==> config.mk <==
export PLATFORM = sky130hd
export DESIGN_NAME = scf_ctrl
export DESIGN_NICKNAME = d
export VERILOG_FILES = /design/src/rtl/scf_pkg.sv /design/src/rtl/scf_ctrl.sv
export SDC_FILE = /design/constraint.sdc
export NUM_CORES = 1
export LEC_CHECK = 0
export ABC_AREA = 1
export BUFFER_PORTS_ARGS = -buffer_cell sky130_fd_sc_hd__clkbuf_2
export CORE_UTILIZATION = 52
export DETAILED_ROUTE_END_ITERATION = 12
export PLACE_DENSITY = 0.76
export SLEW_MARGIN = 20
export SYNTH_ARGS = -nofsm -noshare
export SYNTH_HDL_FRONTEND = slang
export SYNTH_SLANG_ARGS = --single-unit
==> constraint.sdc <==
create_clock -name i_clk -period 1.45 [get_ports i_clk]
set_input_delay 0.145 -clock i_clk [delete_from_list [all_inputs] [get_ports i_clk]]
set_output_delay 0.145 -clock i_clk [all_outputs]
set_load 0.02 [all_outputs]
==> src/rtl/scf_pkg.sv <==
// shared types, constants and tables for the spectral centroid and flatness block
package scf_pkg;

    localparam int BinCount = 64;
    localparam int PosW = $clog2(BinCount);
    localparam int EnergyW = 22;
    localparam int WeightW = 28;
    localparam int LogSumW = 24;
    localparam int LogCntW = 7;
    localparam logic [EnergyW-1:0] EnergyMax = '1;
    localparam logic [WeightW-1:0] WeightMax = '1;
    localparam logic [LogSumW-1:0] LogSumMax = '1;
    localparam logic [LogCntW-1:0] LogCntMax = '1;
    localparam logic [11:0] Ln2Q12 = 12'd2839;
    localparam logic [12:0] InvLn2Q12 = 13'd5909;
    localparam logic [15:0] LogFloor = 16'd65;
    localparam logic [15:0] CentroidSilence = 16'd32768;
    localparam logic [16:0] OneQ16 = 17'd65536;
    localparam int DivW = 40;

    localparam logic [1:0] RegAttack = 2'd0;
    localparam logic [1:0] RegDecay = 2'd1;
    localparam logic [1:0] RegFeature = 2'd2;

    typedef struct packed {
        logic [15:0] bin_energy;
        logic frame_end;
    } t_in_item;

    typedef struct packed {
        logic [15:0] centroid_out;
        logic [16:0] flatness_out;
        logic [16:0] energy_scale;
    } t_out_item;

    // controller to datapath commands
    typedef struct packed {
        logic load;      // latch input item, read store
        logic smooth;    // compute smoothed value
        logic accum;     // write store, add running terms
        logic prep;      // compute centroid and flatness valid flags
        logic div_start;
        logic sel_flat;  // 1: divider works on flatness operands
        logic flat_prep; // capture centroid, divider works on mean log operands
        logic track;     // update tracks and result register
        logic clear;     // clear running terms
    } t_cmd;

    typedef struct packed {
        logic last;
        logic div_busy;
    } t_sts;

    function automatic logic [11:0] lnt(input logic [4:0] k);
        logic [11:0] r;
        case (k)
            5'd0: r = 12'd0;    5'd1: r = 12'd126;  5'd2: r = 12'd248;
            5'd3: r = 12'd367;  5'd4: r = 12'd482;  5'd5: r = 12'd595;
            5'd6: r = 12'd704;  5'd7: r = 12'd810;  5'd8: r = 12'd914;
            5'd9: r = 12'd1015; 5'd10: r = 12'd1114; 5'd11: r = 12'd1210;
            5'd12: r = 12'd1304; 5'd13: r = 12'd1396; 5'd14: r = 12'd1486;
            5'd15: r = 12'd1575; 5'd16: r = 12'd1661; 5'd17: r = 12'd1745;
            5'd18: r = 12'd1828; 5'd19: r = 12'd1909; 5'd20: r = 12'd1989;
            5'd21: r = 12'd2067; 5'd22: r = 12'd2143; 5'd23: r = 12'd2218;
            5'd24: r = 12'd2292; 5'd25: r = 12'd2365; 5'd26: r = 12'd2436;
            5'd27: r = 12'd2506; 5'd28: r = 12'd2575; 5'd29: r = 12'd2642;
            5'd30: r = 12'd2709; 5'd31: r = 12'd2775;
            default: r = 12'd0;
        endcase
        return r;
    endfunction

    function automatic logic [16:0] expt(input logic [4:0] k);
        logic [16:0] r;
        case (k)
            5'd0: r = 17'd65536; 5'd1: r = 17'd64132; 5'd2: r = 17'd62757;
            5'd3: r = 17'd61413; 5'd4: r = 17'd60097; 5'd5: r = 17'd58809;
            5'd6: r = 17'd57549; 5'd7: r = 17'd56315; 5'd8: r = 17'd55109;
            5'd9: r = 17'd53928; 5'd10: r = 17'd52772; 5'd11: r = 17'd51641;
            5'd12: r = 17'd50535; 5'd13: r = 17'd49452; 5'd14: r = 17'd48392;
            5'd15: r = 17'd47355; 5'd16: r = 17'd46341; 5'd17: r = 17'd45348;
            5'd18: r = 17'd44376; 5'd19: r = 17'd43424; 5'd20: r = 17'd42495;
            5'd21: r = 17'd41584; 5'd22: r = 17'd40693; 5'd23: r = 17'd39821;
            5'd24: r = 17'd38968; 5'd25: r = 17'd38133; 5'd26: r = 17'd37316;
            5'd27: r = 17'd36516; 5'd28: r = 17'd35734; 5'd29: r = 17'd34968;
            5'd30: r = 17'd34219; 5'd31: r = 17'd33484;
            default: r = 17'd0;
        endcase
        return r;
    endfunction

    // moving average step, truncating toward the old value
    function automatic logic [16:0] ema(input logic [16:0] s, input logic [16:0] t,
                                        input logic [15:0] a);
        logic [16:0] d;
        logic [32:0] p;
        d = (t > s) ? (t - s) : (s - t);
        p = d * a;
        return (t > s) ? (s + p[32:16]) : (s - p[32:16]);
    endfunction

endpackage

==> src/rtl/scf_ctrl.sv <==
// controller state machine sequencing one bin item and the frame result
module scf_ctrl (
    input  logic          i_clk,
    input  logic          i_rst_n,
    input  logic          i_in_valid,
    output logic          o_in_ready,
    output logic          o_out_valid,
    input  logic          i_out_ready,
    output scf_pkg::t_cmd o_cmd,
    input  scf_pkg::t_sts i_sts
);
    import scf_pkg::*;

    typedef enum logic [11:0] {
        S_IDLE  = 12'b000000000001,
        S_SMOOTH= 12'b000000000010,
        S_ACCUM = 12'b000000000100,
        S_PREP  = 12'b000000001000,
        S_CDIV  = 12'b000000010000,
        S_CWAIT = 12'b000000100000,
        S_MWAIT = 12'b000001000000,
        S_GCALC = 12'b000010000000,
        S_FDIV  = 12'b000100000000,
        S_FWAIT = 12'b001000000000,
        S_TRACK = 12'b010000000000,
        S_CLEAR = 12'b100000000000
    } t_state;

    t_state r_state, n_state;
    logic   r_out_valid;
    logic   w_in_acc;

    // input taken in idle, also while a result still waits
    assign o_in_ready = (r_state == S_IDLE);
    assign w_in_acc   = i_in_valid && o_in_ready;

    always_comb begin
        n_state = r_state;
        o_cmd   = '0;
        case (r_state)
            S_IDLE: begin
                if (w_in_acc) begin
                    o_cmd.load = 1'b1;
                    n_state    = S_SMOOTH;
                end
            end
            S_SMOOTH: begin
                o_cmd.smooth = 1'b1;
                n_state      = S_ACCUM;
            end
            S_ACCUM: begin
                o_cmd.accum = 1'b1;
                n_state     = i_sts.last ? S_PREP : S_IDLE;
            end
            S_PREP: begin
                o_cmd.prep = 1'b1;
                n_state    = S_CDIV;
            end
            S_CDIV: begin
                o_cmd.div_start = 1'b1;
                n_state         = S_CWAIT;
            end
            S_CWAIT: begin
                if (!i_sts.div_busy) begin
                    o_cmd.flat_prep = 1'b1;
                    o_cmd.div_start = 1'b1;
                    n_state         = S_MWAIT;
                end
            end
            S_MWAIT: begin
                if (!i_sts.div_busy) n_state = S_GCALC;
            end
            S_GCALC: begin
                o_cmd.sel_flat = 1'b1;
                n_state        = S_FDIV;
            end
            S_FDIV: begin
                // g is registered now; start the final divide
                o_cmd.sel_flat  = 1'b1;
                o_cmd.div_start = 1'b1;
                n_state         = S_FWAIT;
            end
            S_FWAIT: begin
                if (!i_sts.div_busy) n_state = S_TRACK;
            end
            S_TRACK: begin
                // previous result must be taken before the result register changes
                if (!r_out_valid) begin
                    o_cmd.track = 1'b1;
                    n_state     = S_CLEAR;
                end
            end
            S_CLEAR: begin
                o_cmd.clear = 1'b1;
                n_state     = S_IDLE;
            end
            default: n_state = S_IDLE;
        endcase
    end

    always_ff @(posedge i_clk) begin
        if (!i_rst_n) begin
            r_state     <= S_IDLE;
            r_out_valid <= 1'b0;
        end else begin
            r_state <= n_state;
            if (r_state == S_CLEAR) begin
                r_out_valid <= 1'b1;
            end else if (r_out_valid && i_out_ready) begin
                r_out_valid <= 1'b0;
            end
        end
    end

    assign o_out_valid = r_out_valid;

    a_one_hot: assert property (@(posedge i_clk) disable iff (!i_rst_n)
        $onehot(r_state))
        else $error("state not one-hot");
    a_no_load_pending: assert property (@(posedge i_clk) disable iff (!i_rst_n)
        r_out_valid && r_state == S_CLEAR |-> 1'b0)
        else $error("new result while previous not taken");
    a_valid_hold: assert property (@(posedge i_clk) disable iff (!i_rst_n)
        r_out_valid && !i_out_ready |=> r_out_valid)
        else $error("result dropped");
endmodule

==> reports/metrics.yaml <==
status: "complete, but fails checks"
failed_checks: "negative setup slack"
final_util_pct: 91.3
dr.first_iter.drc_count: 35
layout.nets: 172
fin_crit_ns: 1.62
finalHoldViolCount: 0
first_pass_iters: 4
worst-r2r-cell-count: 10
path_class: "flip-flop to output port"
start_util_pct: 59.5
cp.required_ns: 1.31
grt_pass1_wl_um: 3990
ys_warn_count: 0
layout-drive-gt1-share_pct: 58.2
die_h_um: 41.8
p_per_area_mw_per_mm2: 1440
hp-start: "i_sts[1]"
swShare_pct: 47.1
tritoncts.num_buffers: 3
cp-startpoint: "r_state[7]"
synth_top_area_share_pct: 31.6
cts_tree: "done"
intPower_mw: 0.963
synth_area_leaders: "dfxtp_1, nand2_1, inv_1, nor2_1, nor3_1"
async_reset_ff_share_pct: 0
insertion_delay_ns: 0.29
grt.overflow.total: 0
fin_tns_setup_ns: -1.78
slew_violations: 0
whs_ns: 0.0810
n_antenna_cell: 0
relSlewSlack_pct: 82.1
core-area_mm2: 0.00138
r2r_slack_ns: -0.12
place_area_um2: 925
grt_pass1_vias: 894
wire_per_inst_um: 16.0
synth.avg_cell_area_um2: 6.24
dp_cells: 163
drtAntennaViolNets: 0
fmax_mhz: 617
row_count: 13
leakage_nw: 0.690
synth_common_cells: "nand2_1, inv_1, nor2_1, dfxtp_1, nor3_1"
min_path_cells: 3
synth_ff_type: "dfxtp_1"
synthCells: 132
rr_startpoint: "r_state[7]"
arrival_ns: 1.47
track_usage_pct: 29.8
antenna_found_initial: 0
vdd_drop_max_mv: 1.17
clkTransAtPathRegs_ns: 0.09
syn2layout_area_growth_pct: 53.3
vias_per_cell: 5.69
hp-class: "input port to flip-flop"
seqPwrFrac_pct: 26.7
final_area_mm2: 0.00126
routed_wirelength_um: 2890
root_buffer: "clkbuf_4"
synth_top_area_cell: "dfxtp_1"
grt_max_degree: 10
dp_hpwl_um: 1380
synth_nets: 138
gp_congestion: 0.925
p_comb_share_pct: 60.2
netlist_area_um2: 823
vias: 1024
drcViolationCount: 0
fin_ws_ns: -0.170
end_kind: "output port"
synth_edf_count: 0
synth_cell_types: 19
rsz0062_at_grt: "yes"
ios: 17
hold_buffers: 0
layout.cells.non_filler: 180
synth_seq_cells: 13
portBuffers: 16
clk_path_buf_depth: 2
final-setup-viol-count: 18
drv_cap: 0
cts.sinks: 13
die_area_mm2: 0.00175
fin_worst_skew_ns: 0.0121
chipWidth_um: 41.8
place_ws_ns: 0.0453
worst_setup_path_start_kind: "flip-flop"
total_power_mw: 1.82
switching_power_mw: 0.858
htreeDepth: 1
power.clock.fraction_pct: 13.2
tightest_slew_ns: 0.267
worstPathMaxFanout: 5
final.period_utilization_pct: 112
seq_area_frac_synth_pct: 31.6
synth_most_common_cell: "nand2_1"
final timing paths:
path	to
setup / recovery	o_cmd[8]
hold reg to reg	o_out_valid
setup reg to reg	r_state[0]
hold / removal	r_state[3]
layout by cell type, fill, tap and decap left out, types with 2 or more instances in the layout:
cell type and instances:
a21oi_1 2, buf_4 16, buf_6 2, clkbuf_2 6, clkbuf_4 4, clkbuf_8 5, dfxtp_1 2, dfxtp_2 11
inv_1 24, inv_2 8, nand2_1 18, nand2_2 15, nand2_4 4, nand3_2 7, nand3b_1 3, nor2_1 9
nor2_2 4, nor2_4 7, nor3_1 6, nor3_2 4
critical path: stages, from the launching register on:
cell and delay (ns):
dfxtp_2 0.35, nor2_4 0.12, nand2_2 0.10, nor2_4 0.22, nand2_2 0.10, nor2_1 0.13
buf_4 0.15
timing repair:
item / CTS / global route
resized for setup: 38 / 32
endpoints found under the hold margin: 0 / 0
pin swaps: 10 / 10
setup buffers: 11 / 3
gates cloned: 0 / 0
endpoints found under the setup margin: 10 / 19
power by group through the flow:
stage | sequential (mW) | clock [mW] | combinational [mW]
2_1_floorplan | 0.439 | 0 | 0.558
3_3_place_gp | 0.443 | 0 | 0.704
3_5_place_dp | 0.446 | 0 | 0.709
4_1_cts | 0.464 | 0.236 | 0.874
5_1_grt | 0.485 | 0.261 | 1.16
6_report | 0.486 | 0.239 | 1.10
sequential cells by signal, summed over array words and instances (netlist names):
register     flops
o_out_valid      1
r_state         12
per-layer routing:
layer	track usage, %	share of wire, %	vias to the layer above
met5	0	0	-
met4	11.6	4.5	0
met3	5.22	6.4	19
met2	53.4	51	57
met1	34.7	38	488
li1	-	-	460
area by class of cell:
cell class              instances  area, um2
multi-input cells              85        568
well taps                      15       18.8
clock buffers                   4       26.3
repair buffers                 30        249
flip-flops and latches         13        274
fillers                        62        120
inverters                      33        126
kinds of logic after synthesis:
logic type      count (synthesis)  synth area share [%]
simple gates                   81                  49.7
buf+inv                        34                  16.0
compound gates                  4                  2.74
flops                          13                  31.6
Note: power is estimated with default switching activity, not from simulation.
