`src/rtl/scf_pkg.sv`:
```
// shared types, constants and tables for the spectral centroid and flatness block
package scf_pkg;

    localparam int BinCount = 64;
    localparam int PosW = $clog2(BinCount);
    localparam int EnergyW = 22;
    localparam int WeightW = 28;
    localparam int LogSumW = 24;
    localparam int LogCntW = 7;
    localparam logic [EnergyW-1:0] EnergyMax = '1;
    localparam logic [WeightW-1:0] WeightMax = '1;
    localparam logic [LogSumW-1:0] LogSumMax = '1;
    localparam logic [LogCntW-1:0] LogCntMax = '1;
    localparam logic [11:0] Ln2Q12 = 12'd2839;
    localparam logic [12:0] InvLn2Q12 = 13'd5909;
    localparam logic [15:0] LogFloor = 16'd65;
    localparam logic [15:0] CentroidSilence = 16'd32768;
    localparam logic [16:0] OneQ16 = 17'd65536;
    localparam int DivW = 40;

    localparam logic [1:0] RegAttack = 2'd0;
    localparam logic [1:0] RegDecay = 2'd1;
    localparam logic [1:0] RegFeature = 2'd2;

    typedef struct packed {
        logic [15:0] bin_energy;
        logic frame_end;
    } t_in_item;

    typedef struct packed {
        logic [15:0] centroid_out;
        logic [16:0] flatness_out;
        logic [16:0] energy_scale;
    } t_out_item;

    // controller to datapath commands
    typedef struct packed {
        logic load;      // latch input item, read store
        logic smooth;    // compute smoothed value
        logic accum;     // write store, add running terms
        logic prep;      // compute centroid and flatness valid flags
        logic div_start;
        logic sel_flat;  // 1: divider works on flatness operands
        logic flat_prep; // capture centroid, divider works on mean log operands
        logic track;     // update tracks and result register
        logic clear;     // clear running terms
    } t_cmd;

    typedef struct packed {
        logic last;
        logic div_busy;
    } t_sts;

    function automatic logic [11:0] lnt(input logic [4:0] k);
        logic [11:0] r;
        case (k)
            5'd0: r = 12'd0;    5'd1: r = 12'd126;  5'd2: r = 12'd248;
            5'd3: r = 12'd367;  5'd4: r = 12'd482;  5'd5: r = 12'd595;
            5'd6: r = 12'd704;  5'd7: r = 12'd810;  5'd8: r = 12'd914;
            5'd9: r = 12'd1015; 5'd10: r = 12'd1114; 5'd11: r = 12'd1210;
            5'd12: r = 12'd1304; 5'd13: r = 12'd1396; 5'd14: r = 12'd1486;
            5'd15: r = 12'd1575; 5'd16: r = 12'd1661; 5'd17: r = 12'd1745;
            5'd18: r = 12'd1828; 5'd19: r = 12'd1909; 5'd20: r = 12'd1989;
            5'd21: r = 12'd2067; 5'd22: r = 12'd2143; 5'd23: r = 12'd2218;
            5'd24: r = 12'd2292; 5'd25: r = 12'd2365; 5'd26: r = 12'd2436;
            5'd27: r = 12'd2506; 5'd28: r = 12'd2575; 5'd29: r = 12'd2642;
            5'd30: r = 12'd2709; 5'd31: r = 12'd2775;
            default: r = 12'd0;
        endcase
        return r;
    endfunction

    function automatic logic [16:0] expt(input logic [4:0] k);
        logic [16:0] r;
        case (k)
            5'd0: r = 17'd65536; 5'd1: r = 17'd64132; 5'd2: r = 17'd62757;
            5'd3: r = 17'd61413; 5'd4: r = 17'd60097; 5'd5: r = 17'd58809;
            5'd6: r = 17'd57549; 5'd7: r = 17'd56315; 5'd8: r = 17'd55109;
            5'd9: r = 17'd53928; 5'd10: r = 17'd52772; 5'd11: r = 17'd51641;
            5'd12: r = 17'd50535; 5'd13: r = 17'd49452; 5'd14: r = 17'd48392;
            5'd15: r = 17'd47355; 5'd16: r = 17'd46341; 5'd17: r = 17'd45348;
            5'd18: r = 17'd44376; 5'd19: r = 17'd43424; 5'd20: r = 17'd42495;
            5'd21: r = 17'd41584; 5'd22: r = 17'd40693; 5'd23: r = 17'd39821;
            5'd24: r = 17'd38968; 5'd25: r = 17'd38133; 5'd26: r = 17'd37316;
            5'd27: r = 17'd36516; 5'd28: r = 17'd35734; 5'd29: r = 17'd34968;
            5'd30: r = 17'd34219; 5'd31: r = 17'd33484;
            default: r = 17'd0;
        endcase
        return r;
    endfunction

    // moving average step, truncating toward the old value
    function automatic logic [16:0] ema(input logic [16:0] s, input logic [16:0] t,
                                        input logic [15:0] a);
        logic [16:0] d;
        logic [32:0] p;
        d = (t > s) ? (t - s) : (s - t);
        p = d * a;
        return (t > s) ? (s + p[32:16]) : (s - p[32:16]);
    endfunction

endpackage

```
`src/rtl/scf_div.sv`:
```
// restoring divider, one quotient bit per cycle
module scf_div (
    input  logic                     i_clk,
    input  logic                     i_rst_n,
    input  logic                     i_start,
    input  logic [scf_pkg::DivW-1:0] i_num,
    input  logic [23:0]              i_den,
    output logic                     o_busy,
    output logic [scf_pkg::DivW-1:0] o_quo
);
    import scf_pkg::*;

    logic [DivW-1:0] r_quo;
    logic [24:0]     r_rem;
    logic [23:0]     r_den;
    logic [5:0]      r_cnt;
    logic            r_busy;
    logic [24:0]     w_trial;

    assign w_trial = {r_rem[23:0], r_quo[DivW-1]};

    always_ff @(posedge i_clk) begin
        if (!i_rst_n) begin
            r_busy <= 1'b0;
            r_cnt  <= '0;
        end else if (i_start) begin
            r_busy <= 1'b1;
            r_cnt  <= 6'(DivW);
            r_quo  <= i_num;
            r_rem  <= '0;
            r_den  <= i_den;
        end else if (r_busy) begin
            if (w_trial >= {1'b0, r_den}) begin
                r_rem <= w_trial - {1'b0, r_den};
                r_quo <= {r_quo[DivW-2:0], 1'b1};
            end else begin
                r_rem <= w_trial;
                r_quo <= {r_quo[DivW-2:0], 1'b0};
            end
            r_cnt <= r_cnt - 6'd1;
            if (r_cnt == 6'd1) begin
                r_busy <= 1'b0;
            end
        end
    end

    assign o_busy = r_busy;
    assign o_quo  = r_quo;
endmodule

```
`src/rtl/scf_datapath.sv`:
```
// datapath: bin store, running terms, feature math and tracks
module scf_datapath (
    input  logic              i_clk,
    input  logic              i_rst_n,
    input  scf_pkg::t_cmd     i_cmd,
    output scf_pkg::t_sts     o_sts,
    input  scf_pkg::t_in_item i_item,
    input  logic [15:0]       i_attack,
    input  logic [15:0]       i_decay,
    input  logic [15:0]       i_feature,
    output scf_pkg::t_out_item o_result
);
    import scf_pkg::*;

    logic [15:0] r_mem [BinCount];
    logic [BinCount-1:0] r_vld;
    logic [15:0] r_rd;
    logic [15:0] r_t;
    logic        r_last;
    logic [PosW-1:0] r_pos;
    logic [15:0] r_s;
    logic [EnergyW-1:0] r_energy;
    logic [WeightW-1:0] r_weight;
    logic [LogSumW-1:0] r_logsum;
    logic [LogCntW-1:0] r_logcnt;
    logic [15:0] r_ctrack;
    logic [16:0] r_ftrack;
    logic [15:0] r_centroid;
    logic [16:0] r_g;
    logic        r_flat_ok;
    logic        r_cen_ok;
    t_out_item   r_result;

    logic [16:0] w_s;
    logic [3:0]  w_p;
    logic [4:0]  w_k;
    logic [15:0] w_nlog;
    logic [WeightW:0] w_wsum;
    logic [EnergyW:0] w_esum;
    logic [LogSumW:0] w_lsum;
    logic [21:0] w_prod;
    logic [DivW-1:0] w_num;
    logic [23:0] w_den;
    logic        w_busy;
    logic [DivW-1:0] w_quo;
    logic [36:0] w_mu;
    logic [24:0] w_u;
    logic [16:0] w_cen;
    logic [16:0] w_flat;
    logic [EnergyW+1:0] w_es;

    // store read-modify-write, entries never written read as zero
    always_ff @(posedge i_clk) begin
        if (i_cmd.load) begin
            r_rd <= r_vld[r_pos] ? r_mem[r_pos] : 16'd0;
        end
        if (i_cmd.accum) begin
            r_mem[r_pos] <= r_s;
        end
    end

    assign w_s = ema({1'b0, r_rd}, {1'b0, r_t}, (r_t > r_rd) ? i_attack : i_decay);

    always_comb begin
        w_p = 4'd6;
        for (int i = 7; i <= 15; i++) begin
            if (r_s[i]) w_p = 4'(i);
        end
    end
    assign w_k    = 5'(r_s >> (w_p - 4'd5));
    assign w_nlog = 16'(5'd16 - {1'b0, w_p}) * 16'(Ln2Q12) - 16'(lnt(w_k));
    assign w_prod = r_pos * r_s;
    assign w_esum = r_energy + r_s;
    assign w_wsum = r_weight + w_prod;
    assign w_lsum = r_logsum + w_nlog;

    // divider operands: centroid first, mean log second, flatness third
    always_comb begin
        if (i_cmd.sel_flat) begin
            w_num = DivW'({r_g, 16'd0}) << PosW;
            w_den = 24'(r_energy);
        end else if (i_cmd.flat_prep) begin
            w_num = DivW'(r_logsum);
            w_den = 24'(r_logcnt);
        end else begin
            w_num = DivW'({r_weight, 10'd0});
            w_den = 24'(r_energy);
        end
    end

    scf_div u_div (
        .i_clk  (i_clk),
        .i_rst_n(i_rst_n),
        .i_start(i_cmd.div_start),
        .i_num  (w_num),
        .i_den  (w_den),
        .o_busy (w_busy),
        .o_quo  (w_quo)
    );

    assign w_mu = 37'(w_quo[23:0]) * InvLn2Q12;
    assign w_u  = w_mu[36:12];
    assign w_cen = r_cen_ok ? ((r_centroid == 16'hFFFF) ? 17'hFFFF : {1'b0, r_centroid})
                            : {1'b0, CentroidSilence};
    assign w_flat = !r_flat_ok ? 17'd0 :
                    ((|w_quo[DivW-1:17]) || (w_quo[16:0] > OneQ16)) ? OneQ16 : w_quo[16:0];
    assign w_es = {r_energy, 2'b00};

    always_ff @(posedge i_clk) begin
        if (!i_rst_n) begin
            r_vld    <= '0;
            r_pos    <= '0;
            r_energy <= '0;
            r_weight <= '0;
            r_logsum <= '0;
            r_logcnt <= '0;
            r_ctrack <= '0;
            r_ftrack <= '0;
        end else begin
            if (i_cmd.load) begin
                r_t    <= i_item.bin_energy;
                r_last <= i_item.frame_end;
            end
            if (i_cmd.smooth) begin
                r_s <= w_s[15:0];
            end
            if (i_cmd.accum) begin
                r_vld[r_pos] <= 1'b1;
                r_energy <= w_esum[EnergyW] ? EnergyMax : w_esum[EnergyW-1:0];
                r_weight <= w_wsum[WeightW] ? WeightMax : w_wsum[WeightW-1:0];
                if (r_s > LogFloor) begin
                    r_logsum <= w_lsum[LogSumW] ? LogSumMax : w_lsum[LogSumW-1:0];
                    if (r_logcnt != LogCntMax) r_logcnt <= r_logcnt + 1'b1;
                end
                r_pos <= r_pos + 1'b1;
            end
            if (i_cmd.prep) begin
                r_cen_ok  <= (r_energy * 7'd100) > 29'd65536;
                r_flat_ok <= (r_logcnt != '0) &&
                             ((r_energy * 10'd1000) > 32'(65536 * BinCount));
            end
            if (i_cmd.flat_prep) begin
                // divider holds centroid quotient here
                r_centroid <= (|w_quo[DivW-1:16]) ? 16'hFFFF : w_quo[15:0];
            end
            if (i_cmd.sel_flat) begin
                r_g <= (w_u[24:12] >= 13'd17) ? 17'd0 : (expt(w_u[11:7]) >> w_u[16:12]);
            end
            if (i_cmd.track) begin
                r_ctrack <= 16'(ema({1'b0, r_ctrack}, w_cen, i_feature));
                r_ftrack <= ema(r_ftrack, w_flat, i_feature);
            end
            if (i_cmd.clear) begin
                r_pos    <= '0;
                r_energy <= '0;
                r_weight <= '0;
                r_logsum <= '0;
                r_logcnt <= '0;
            end
        end
    end

    always_ff @(posedge i_clk) begin
        if (i_cmd.track) begin
            r_result.centroid_out <= 16'(ema({1'b0, r_ctrack}, w_cen, i_feature));
            r_result.flatness_out <= ema(r_ftrack, w_flat, i_feature);
            r_result.energy_scale <= (w_es > 24'(OneQ16)) ? OneQ16 : w_es[16:0];
        end
    end

    assign o_sts.last     = r_last;
    assign o_sts.div_busy = w_busy;
    assign o_result       = r_result;

    a_clear_pos: assert property (@(posedge i_clk) disable iff (!i_rst_n)
        i_cmd.clear |=> r_pos == '0 && r_energy == '0)
        else $error("running terms not cleared");
    a_cnt_sat: assert property (@(posedge i_clk) disable iff (!i_rst_n)
        $past(r_logcnt) == LogCntMax && !$past(i_cmd.clear) |-> r_logcnt == LogCntMax)
        else $error("log count wrapped");
    a_no_start_busy: assert property (@(posedge i_clk) disable iff (!i_rst_n)
        i_cmd.div_start |-> !w_busy)
        else $error("divider restarted while busy");
endmodule

```
`config.mk`:
```
export PLATFORM = sky130hd
export DESIGN_NAME = scf_datapath
export DESIGN_NICKNAME = d
export VERILOG_FILES = /design/src/rtl/scf_pkg.sv /design/src/rtl/scf_div.sv /design/src/rtl/scf_datapath.sv
export SDC_FILE = /design/constraint.sdc
export NUM_CORES = 2
export LEC_CHECK = 0
export ABC_AREA = 1
export BUFFER_PORTS_ARGS = -buffer_cell sky130_fd_sc_hd__buf_2
export CORE_MARGIN = 4
export CORE_UTILIZATION = 58
export DETAILED_ROUTE_END_ITERATION = 8
export MAX_ROUTING_LAYER = met4
export PLACE_DENSITY_LB_ADDON = 0.3
export SLEW_MARGIN = 0
export SYNTH_ARGS = -nofsm -noshare
export SYNTH_HDL_FRONTEND = slang
export SYNTH_SLANG_ARGS = --single-unit
```
`constraint.sdc`:
```
create_clock -name i_clk -period 25.7 [get_ports i_clk]
set_input_delay 5.14 -clock i_clk [delete_from_list [all_inputs] [get_ports i_clk]]
set_output_delay 5.14 -clock i_clk [all_outputs]
set_load 0.05 [all_outputs]
```
==> results_tabular.tex <==
\begin{tabular}{lr}
\hline
Metric & Value \\
\hline
\multicolumn{2}{l}{\textbf{Timing}} \\
\quad Unrepaired setup endpoints after global routing & no \\
\quad Clock period minus final worst setup slack & 14.03 ns \\
\quad Final number of hold-violating endpoints & 0 \\
\quad Accumulated negative setup slack & 0 ns \\
\quad Actual slew at the worst max-slew pin & roughly 1.3 ns \\
\quad Fin crit share & a little over half \\
\quad Maximum frequency from static timing analysis & 71.3 MHz \\
\quad Max-slew violation total from the final report & 0 \\
\quad Setup-failing EPs final & 0 \\
\quad Clock tree skew after final layout & 0.0621 ns \\
\quad Max-slew headroom at the worst pin & 12.8\% \\
\multicolumn{2}{l}{\textbf{Worst setup path}} \\
\quad Setup crit end kind & flop \\
\quad Peak per-stage delay on the critical path & 0.73 ns \\
\quad Largest fanout of any net on the critical path & 30 \\
\quad Required @ worst endpoint & 26.25 ns \\
\quad Type of the worst setup path & reg -> reg \\
\quad Cell repeated most along the worst path & sky130\_fd\_sc\_hd\_\_inv\_1 \\
\quad Startpoint class of the critical path & flop \\
\quad Critical path data arrival time & 14.57 ns \\
\quad Cell with the biggest individual delay on the critical path & sky130\_fd\_sc\_hd\_\_xor2\_1 \\
\multicolumn{2}{l}{\textbf{Clocking}} \\
\quad Clock insertion delay at the later pin of the skew report & 0.80 ns \\
\quad \# H-tree levels & 4 \\
\quad TritonCTS clock tree & done \\
\quad CTS buffer count & 140 \\
\quad Number of hold buffers added after cts & 0 \\
\quad Clock root buffer & sky130\_fd\_sc\_hd\_\_clkbuf\_16 \\
\quad Quantity of gates resized following cts & 0 \\
\quad Clock transition at the register clock pins on the worst setup and hold paths after CTS & 0.06 ns \\
\quad Maximum buffer depth of the clock tree & 3 \\
\quad Number of setup buffers added after CTS & 0 \\
\quad CTS sink count & 1433 \\
\multicolumn{2}{l}{\textbf{Floorplan}} \\
\quad Count of standard-cell rows & 158 \\
\quad Number of top-level design ports & 128 \\
\quad Floorplan die area & 0.194 sq mm \\
\quad Initial Utilization & about three fifths \\
\quad Area of the core & about 0.19 sq mm \\
\quad Height of the chip & between 400 and 500 um \\
\quad Chip Width & 441 um \\
\multicolumn{2}{l}{\textbf{Logic synthesis}} \\
\quad Leading cell types by total area after synthesis & sky130\_fd\_sc\_hd\_\_edfxtp\_1 (34\%), sky130\_fd\_sc\_hd\_\_fa\_1 (17\%), sky130\_fd\_sc\_hd\_\_ha\_1 (10\%), sky130\_fd\_sc\_hd\_\_nand2\_1 (7.4\%), sky130\_fd\_sc\_hd\_\_inv\_1 (6.7\%) \\
\quad Library cell with the largest summed area after synthesis & sky130\_fd\_sc\_hd\_\_edfxtp\_1 \\
\quad Number of different library cells in the post-synthesis netlist & 79 \\
\quad Number of enable flip-flop cells after synthesis & 1242 \\
\quad Ys flop type & sky130\_fd\_sc\_hd\_\_edfxtp\_1 \\
\quad Cell area after technology mapping & 0.109 sq mm \\
\quad Count of mapped cells out of synthesis & 11300 \\
\quad Sequential fraction of the synthesis area & 37.8\% \\
\quad Syn Area/Cell & 9.58 sq um \\
\quad Area share of the largest cell type after synthesis & between 30\% and 40\% \\
\quad Post-synthesis async set-or-reset flop share & 0\% \\
\quad \#FFs+latches synth & approximately 1400 \\
\quad Synth warnings & 0 \\
\multicolumn{2}{l}{\textbf{Detailed routing}} \\
\quad First-pass DRT Iterations & 6 \\
\quad Routed vias/inst & 5.89 \\
\quad Average routed wire per standard cell & 21.6 um \\
\quad Antenna-violating nets left & 0 \\
\quad Total via count after detailed routing & between 80000 and 90000 \\
\quad DRC viols & 0 \\
\quad DRT Wirelength & 303000 um \\
\quad Starting DRC count in detailed routing & 8246 \\
\multicolumn{2}{l}{\textbf{GRT}} \\
\quad GRT Resource Usage Total & 32.1\% \\
\quad Maximum number of pins on one net before global-route repair & 114 \\
\quad Number of global-route vias before repair & around 83000 \\
\quad Global-route wire length before repair & 470000 um \\
\quad Global-route congestion overflow total & 0 \\
\quad Initial antenna violation count & 7 \\
\multicolumn{2}{l}{\textbf{Cells and area}} \\
\quad Post-layout nets & 13300 \\
\quad Fill cell count & 15100 \\
\quad Ratio of cells with drive above 1 in the final layout & 5.72\% \\
\quad Syn-to-layout area delta & 7.50\% \\
\multicolumn{2}{l}{\textbf{Placed design}} \\
\quad Placer's final routability congestion estimate & $\sim$1 \\
\quad HPWL after detailed placement & 218000 um \\
\quad Port Buffer Count & 125 \\
\multicolumn{2}{l}{\textbf{Worst hold path}} \\
\quad Hold crit path type & reg -> reg \\
\multicolumn{2}{l}{\textbf{Job}} \\
\quad Max\_cap viols & 0 \\
\multicolumn{2}{l}{\textbf{Run status}} \\
\quad Result of the run & completed \\
\hline
\end{tabular}
[stage by stage]
step | instance area (sq um) | hold slack, ns | util [%] | instances | setup slack [ns]
2_1_floorplan | 109000 | 0.440 | - | 11400 | 12.63
3_3_place_gp | 112000 | 0.449 | 60.4 | 13700 | 11.63
3_5_place_dp | 112000 | 0.459 | 60.4 | 13700 | 11.51
4_1_cts | 117000 | 0.473 | 62.9 | 14000 | 11.78
5_1_grt | 117000 | 0.491 | 62.9 | 14000 | 10.53
6_report | 117000 | 0.469 | 62.9 | 14000 | 11.67
[Yosys cell counts (30+ instances only)]
| cell type | instances |
|---|---|
| sky130_fd_sc_hd__nand2_2 | 40 |
| sky130_fd_sc_hd__dfxtp_1 | 191 |
| sky130_fd_sc_hd__clkbuf_1 | 275 |
| sky130_fd_sc_hd__xor2_1 | 200 |
| sky130_fd_sc_hd__buf_1 | 30 |
| sky130_fd_sc_hd__ha_1 | 872 |
| sky130_fd_sc_hd__a221oi_1 | 153 |
| sky130_fd_sc_hd__inv_1 | 1936 |
| sky130_fd_sc_hd__fa_1 | 919 |
| sky130_fd_sc_hd__o21ai_0 | 341 |
| sky130_fd_sc_hd__a21oi_1 | 527 |
| sky130_fd_sc_hd__buf_2 | 54 |
| sky130_fd_sc_hd__edfxtp_1 | 1242 |
| sky130_fd_sc_hd__xnor2_1 | 100 |
| sky130_fd_sc_hd__nor3_1 | 66 |
| sky130_fd_sc_hd__nor2_1 | 930 |
| sky130_fd_sc_hd__a21o_1 | 32 |
| sky130_fd_sc_hd__a22oi_1 | 165 |
| sky130_fd_sc_hd__nand2_1 | 2130 |
| sky130_fd_sc_hd__nand3_1 | 312 |
| sky130_fd_sc_hd__a31oi_1 | 60 |
| sky130_fd_sc_hd__a22o_1 | 118 |
| sky130_fd_sc_hd__nand4_1 | 194 |
| sky130_fd_sc_hd__o21ai_1 | 45 |
[critical path, delay by kind of cell, from the launching register on]
kind,cells,cell delay (ns)
simple gates,20,3.45
xor+xnor,3,1.14
buf+inv,11,1.65
fa+ha+maj,11,4.75
compound gates,15,2.20
flops,1,0.53
[cell type report]
type	instances	area (sq um)	share of cell area, %
antenna	6	15.0	0.0128
multi-input combinational	7573	58700	50.3
sequential	1433	41100	35.2
tap	2480	3100	2.66
timing repair buffer	280	1850	1.58
inverter	1974	7410	6.34
clock inverter	77	872	0.746
clock buffer	182	3750	3.21
[cell families after synthesis]
| logic type | after synthesis | synth area share, % |
|---|---|---|
| AOI/OAI and AO/OA | 1650 | 9.65 |
| xor gates and xnor gates | 315 | 2.64 |
| adders and majority gates | 1791 | 27.0 |
| buffers and inverters | 2349 | 8.24 |
| DFF | 1433 | 37.8 |
| muxes | 2 | 0.0184 |
| other | 2 | 0.00691 |
| and+or+nand+nor | 3807 | 14.7 |
[state kept, by name, summed over array words and instances, names as in the netlist, 22 cells and up]
| name | flops |
|---|---|
| o_result | 48 |
| r_energy | 22 |
| r_logsum | 24 |
| r_mem | 1024 |
| r_vld | 64 |
| r_weight | 28 |
| u_div.o_quo | 40 |
| u_div.r_den | 22 |
| u_div.r_rem | 24 |
[worst paths after layout]
check	from	endpoint	slack (ns)	cells past startpoint
max	u_div.o_quo[13]	o_result[32]	11.67	60
min	r_vld[44]	r_vld[44]	0.47	2
max reg2reg	u_div.o_quo[13]	o_result[32]	11.67	60
min reg2reg	r_vld[44]	r_vld[44]	0.47	2
[layer usage]
| layer | routed length, um | GRT usage, % | up-vias |
|---|---|---|---|
| met5 | 0 | - | - |
| met4 | 12200 | 11.7 | 0 |
| met3 | 25800 | 5.08 | 707 |
| met2 | 146000 | 52.3 | 3808 |
| met1 | 119000 | 40.7 | 40400 |
| li1 | - | - | 37600 |
[placed cells by master (no fill, tap or decap), types with 17 or more instances in the layout]
cell type	count
sky130_fd_sc_hd__buf_2	125
sky130_fd_sc_hd__o221ai_1	22
sky130_fd_sc_hd__nand4_1	194
sky130_fd_sc_hd__nand2_1	2129
sky130_fd_sc_hd__o21a_1	23
sky130_fd_sc_hd__a22oi_1	165
sky130_fd_sc_hd__xnor2_1	100
sky130_fd_sc_hd__nor4_1	27
sky130_fd_sc_hd__o21ai_0	341
sky130_fd_sc_hd__fa_1	919
sky130_fd_sc_hd__o211ai_1	28
sky130_fd_sc_hd__a31oi_1	60
sky130_fd_sc_hd__a21o_1	32
sky130_fd_sc_hd__clkbuf_1	34
sky130_fd_sc_hd__nor3_1	66
sky130_fd_sc_hd__clkinv_2	20
sky130_fd_sc_hd__xor2_1	199
sky130_fd_sc_hd__nand3_1	312
sky130_fd_sc_hd__a211oi_1	23
sky130_fd_sc_hd__inv_1	1935
sky130_fd_sc_hd__nor2_2	24
sky130_fd_sc_hd__edfxtp_1	1242
sky130_fd_sc_hd__clkbuf_16	141
sky130_fd_sc_hd__buf_4	150
sky130_fd_sc_hd__nand2_2	41
sky130_fd_sc_hd__ha_1	872
sky130_fd_sc_hd__nor2_1	917
sky130_fd_sc_hd__a21oi_1	527
sky130_fd_sc_hd__dfxtp_1	191
sky130_fd_sc_hd__a22o_1	118
sky130_fd_sc_hd__inv_2	20
sky130_fd_sc_hd__a221oi_1	153
sky130_fd_sc_hd__clkinv_1	40
sky130_fd_sc_hd__nand3b_1	21
sky130_fd_sc_hd__nand3_2	17
sky130_fd_sc_hd__o21ai_1	45
Power is not shown: default switching activity piles up to over one toggle a cycle in this logic, so the estimate is an artifact.
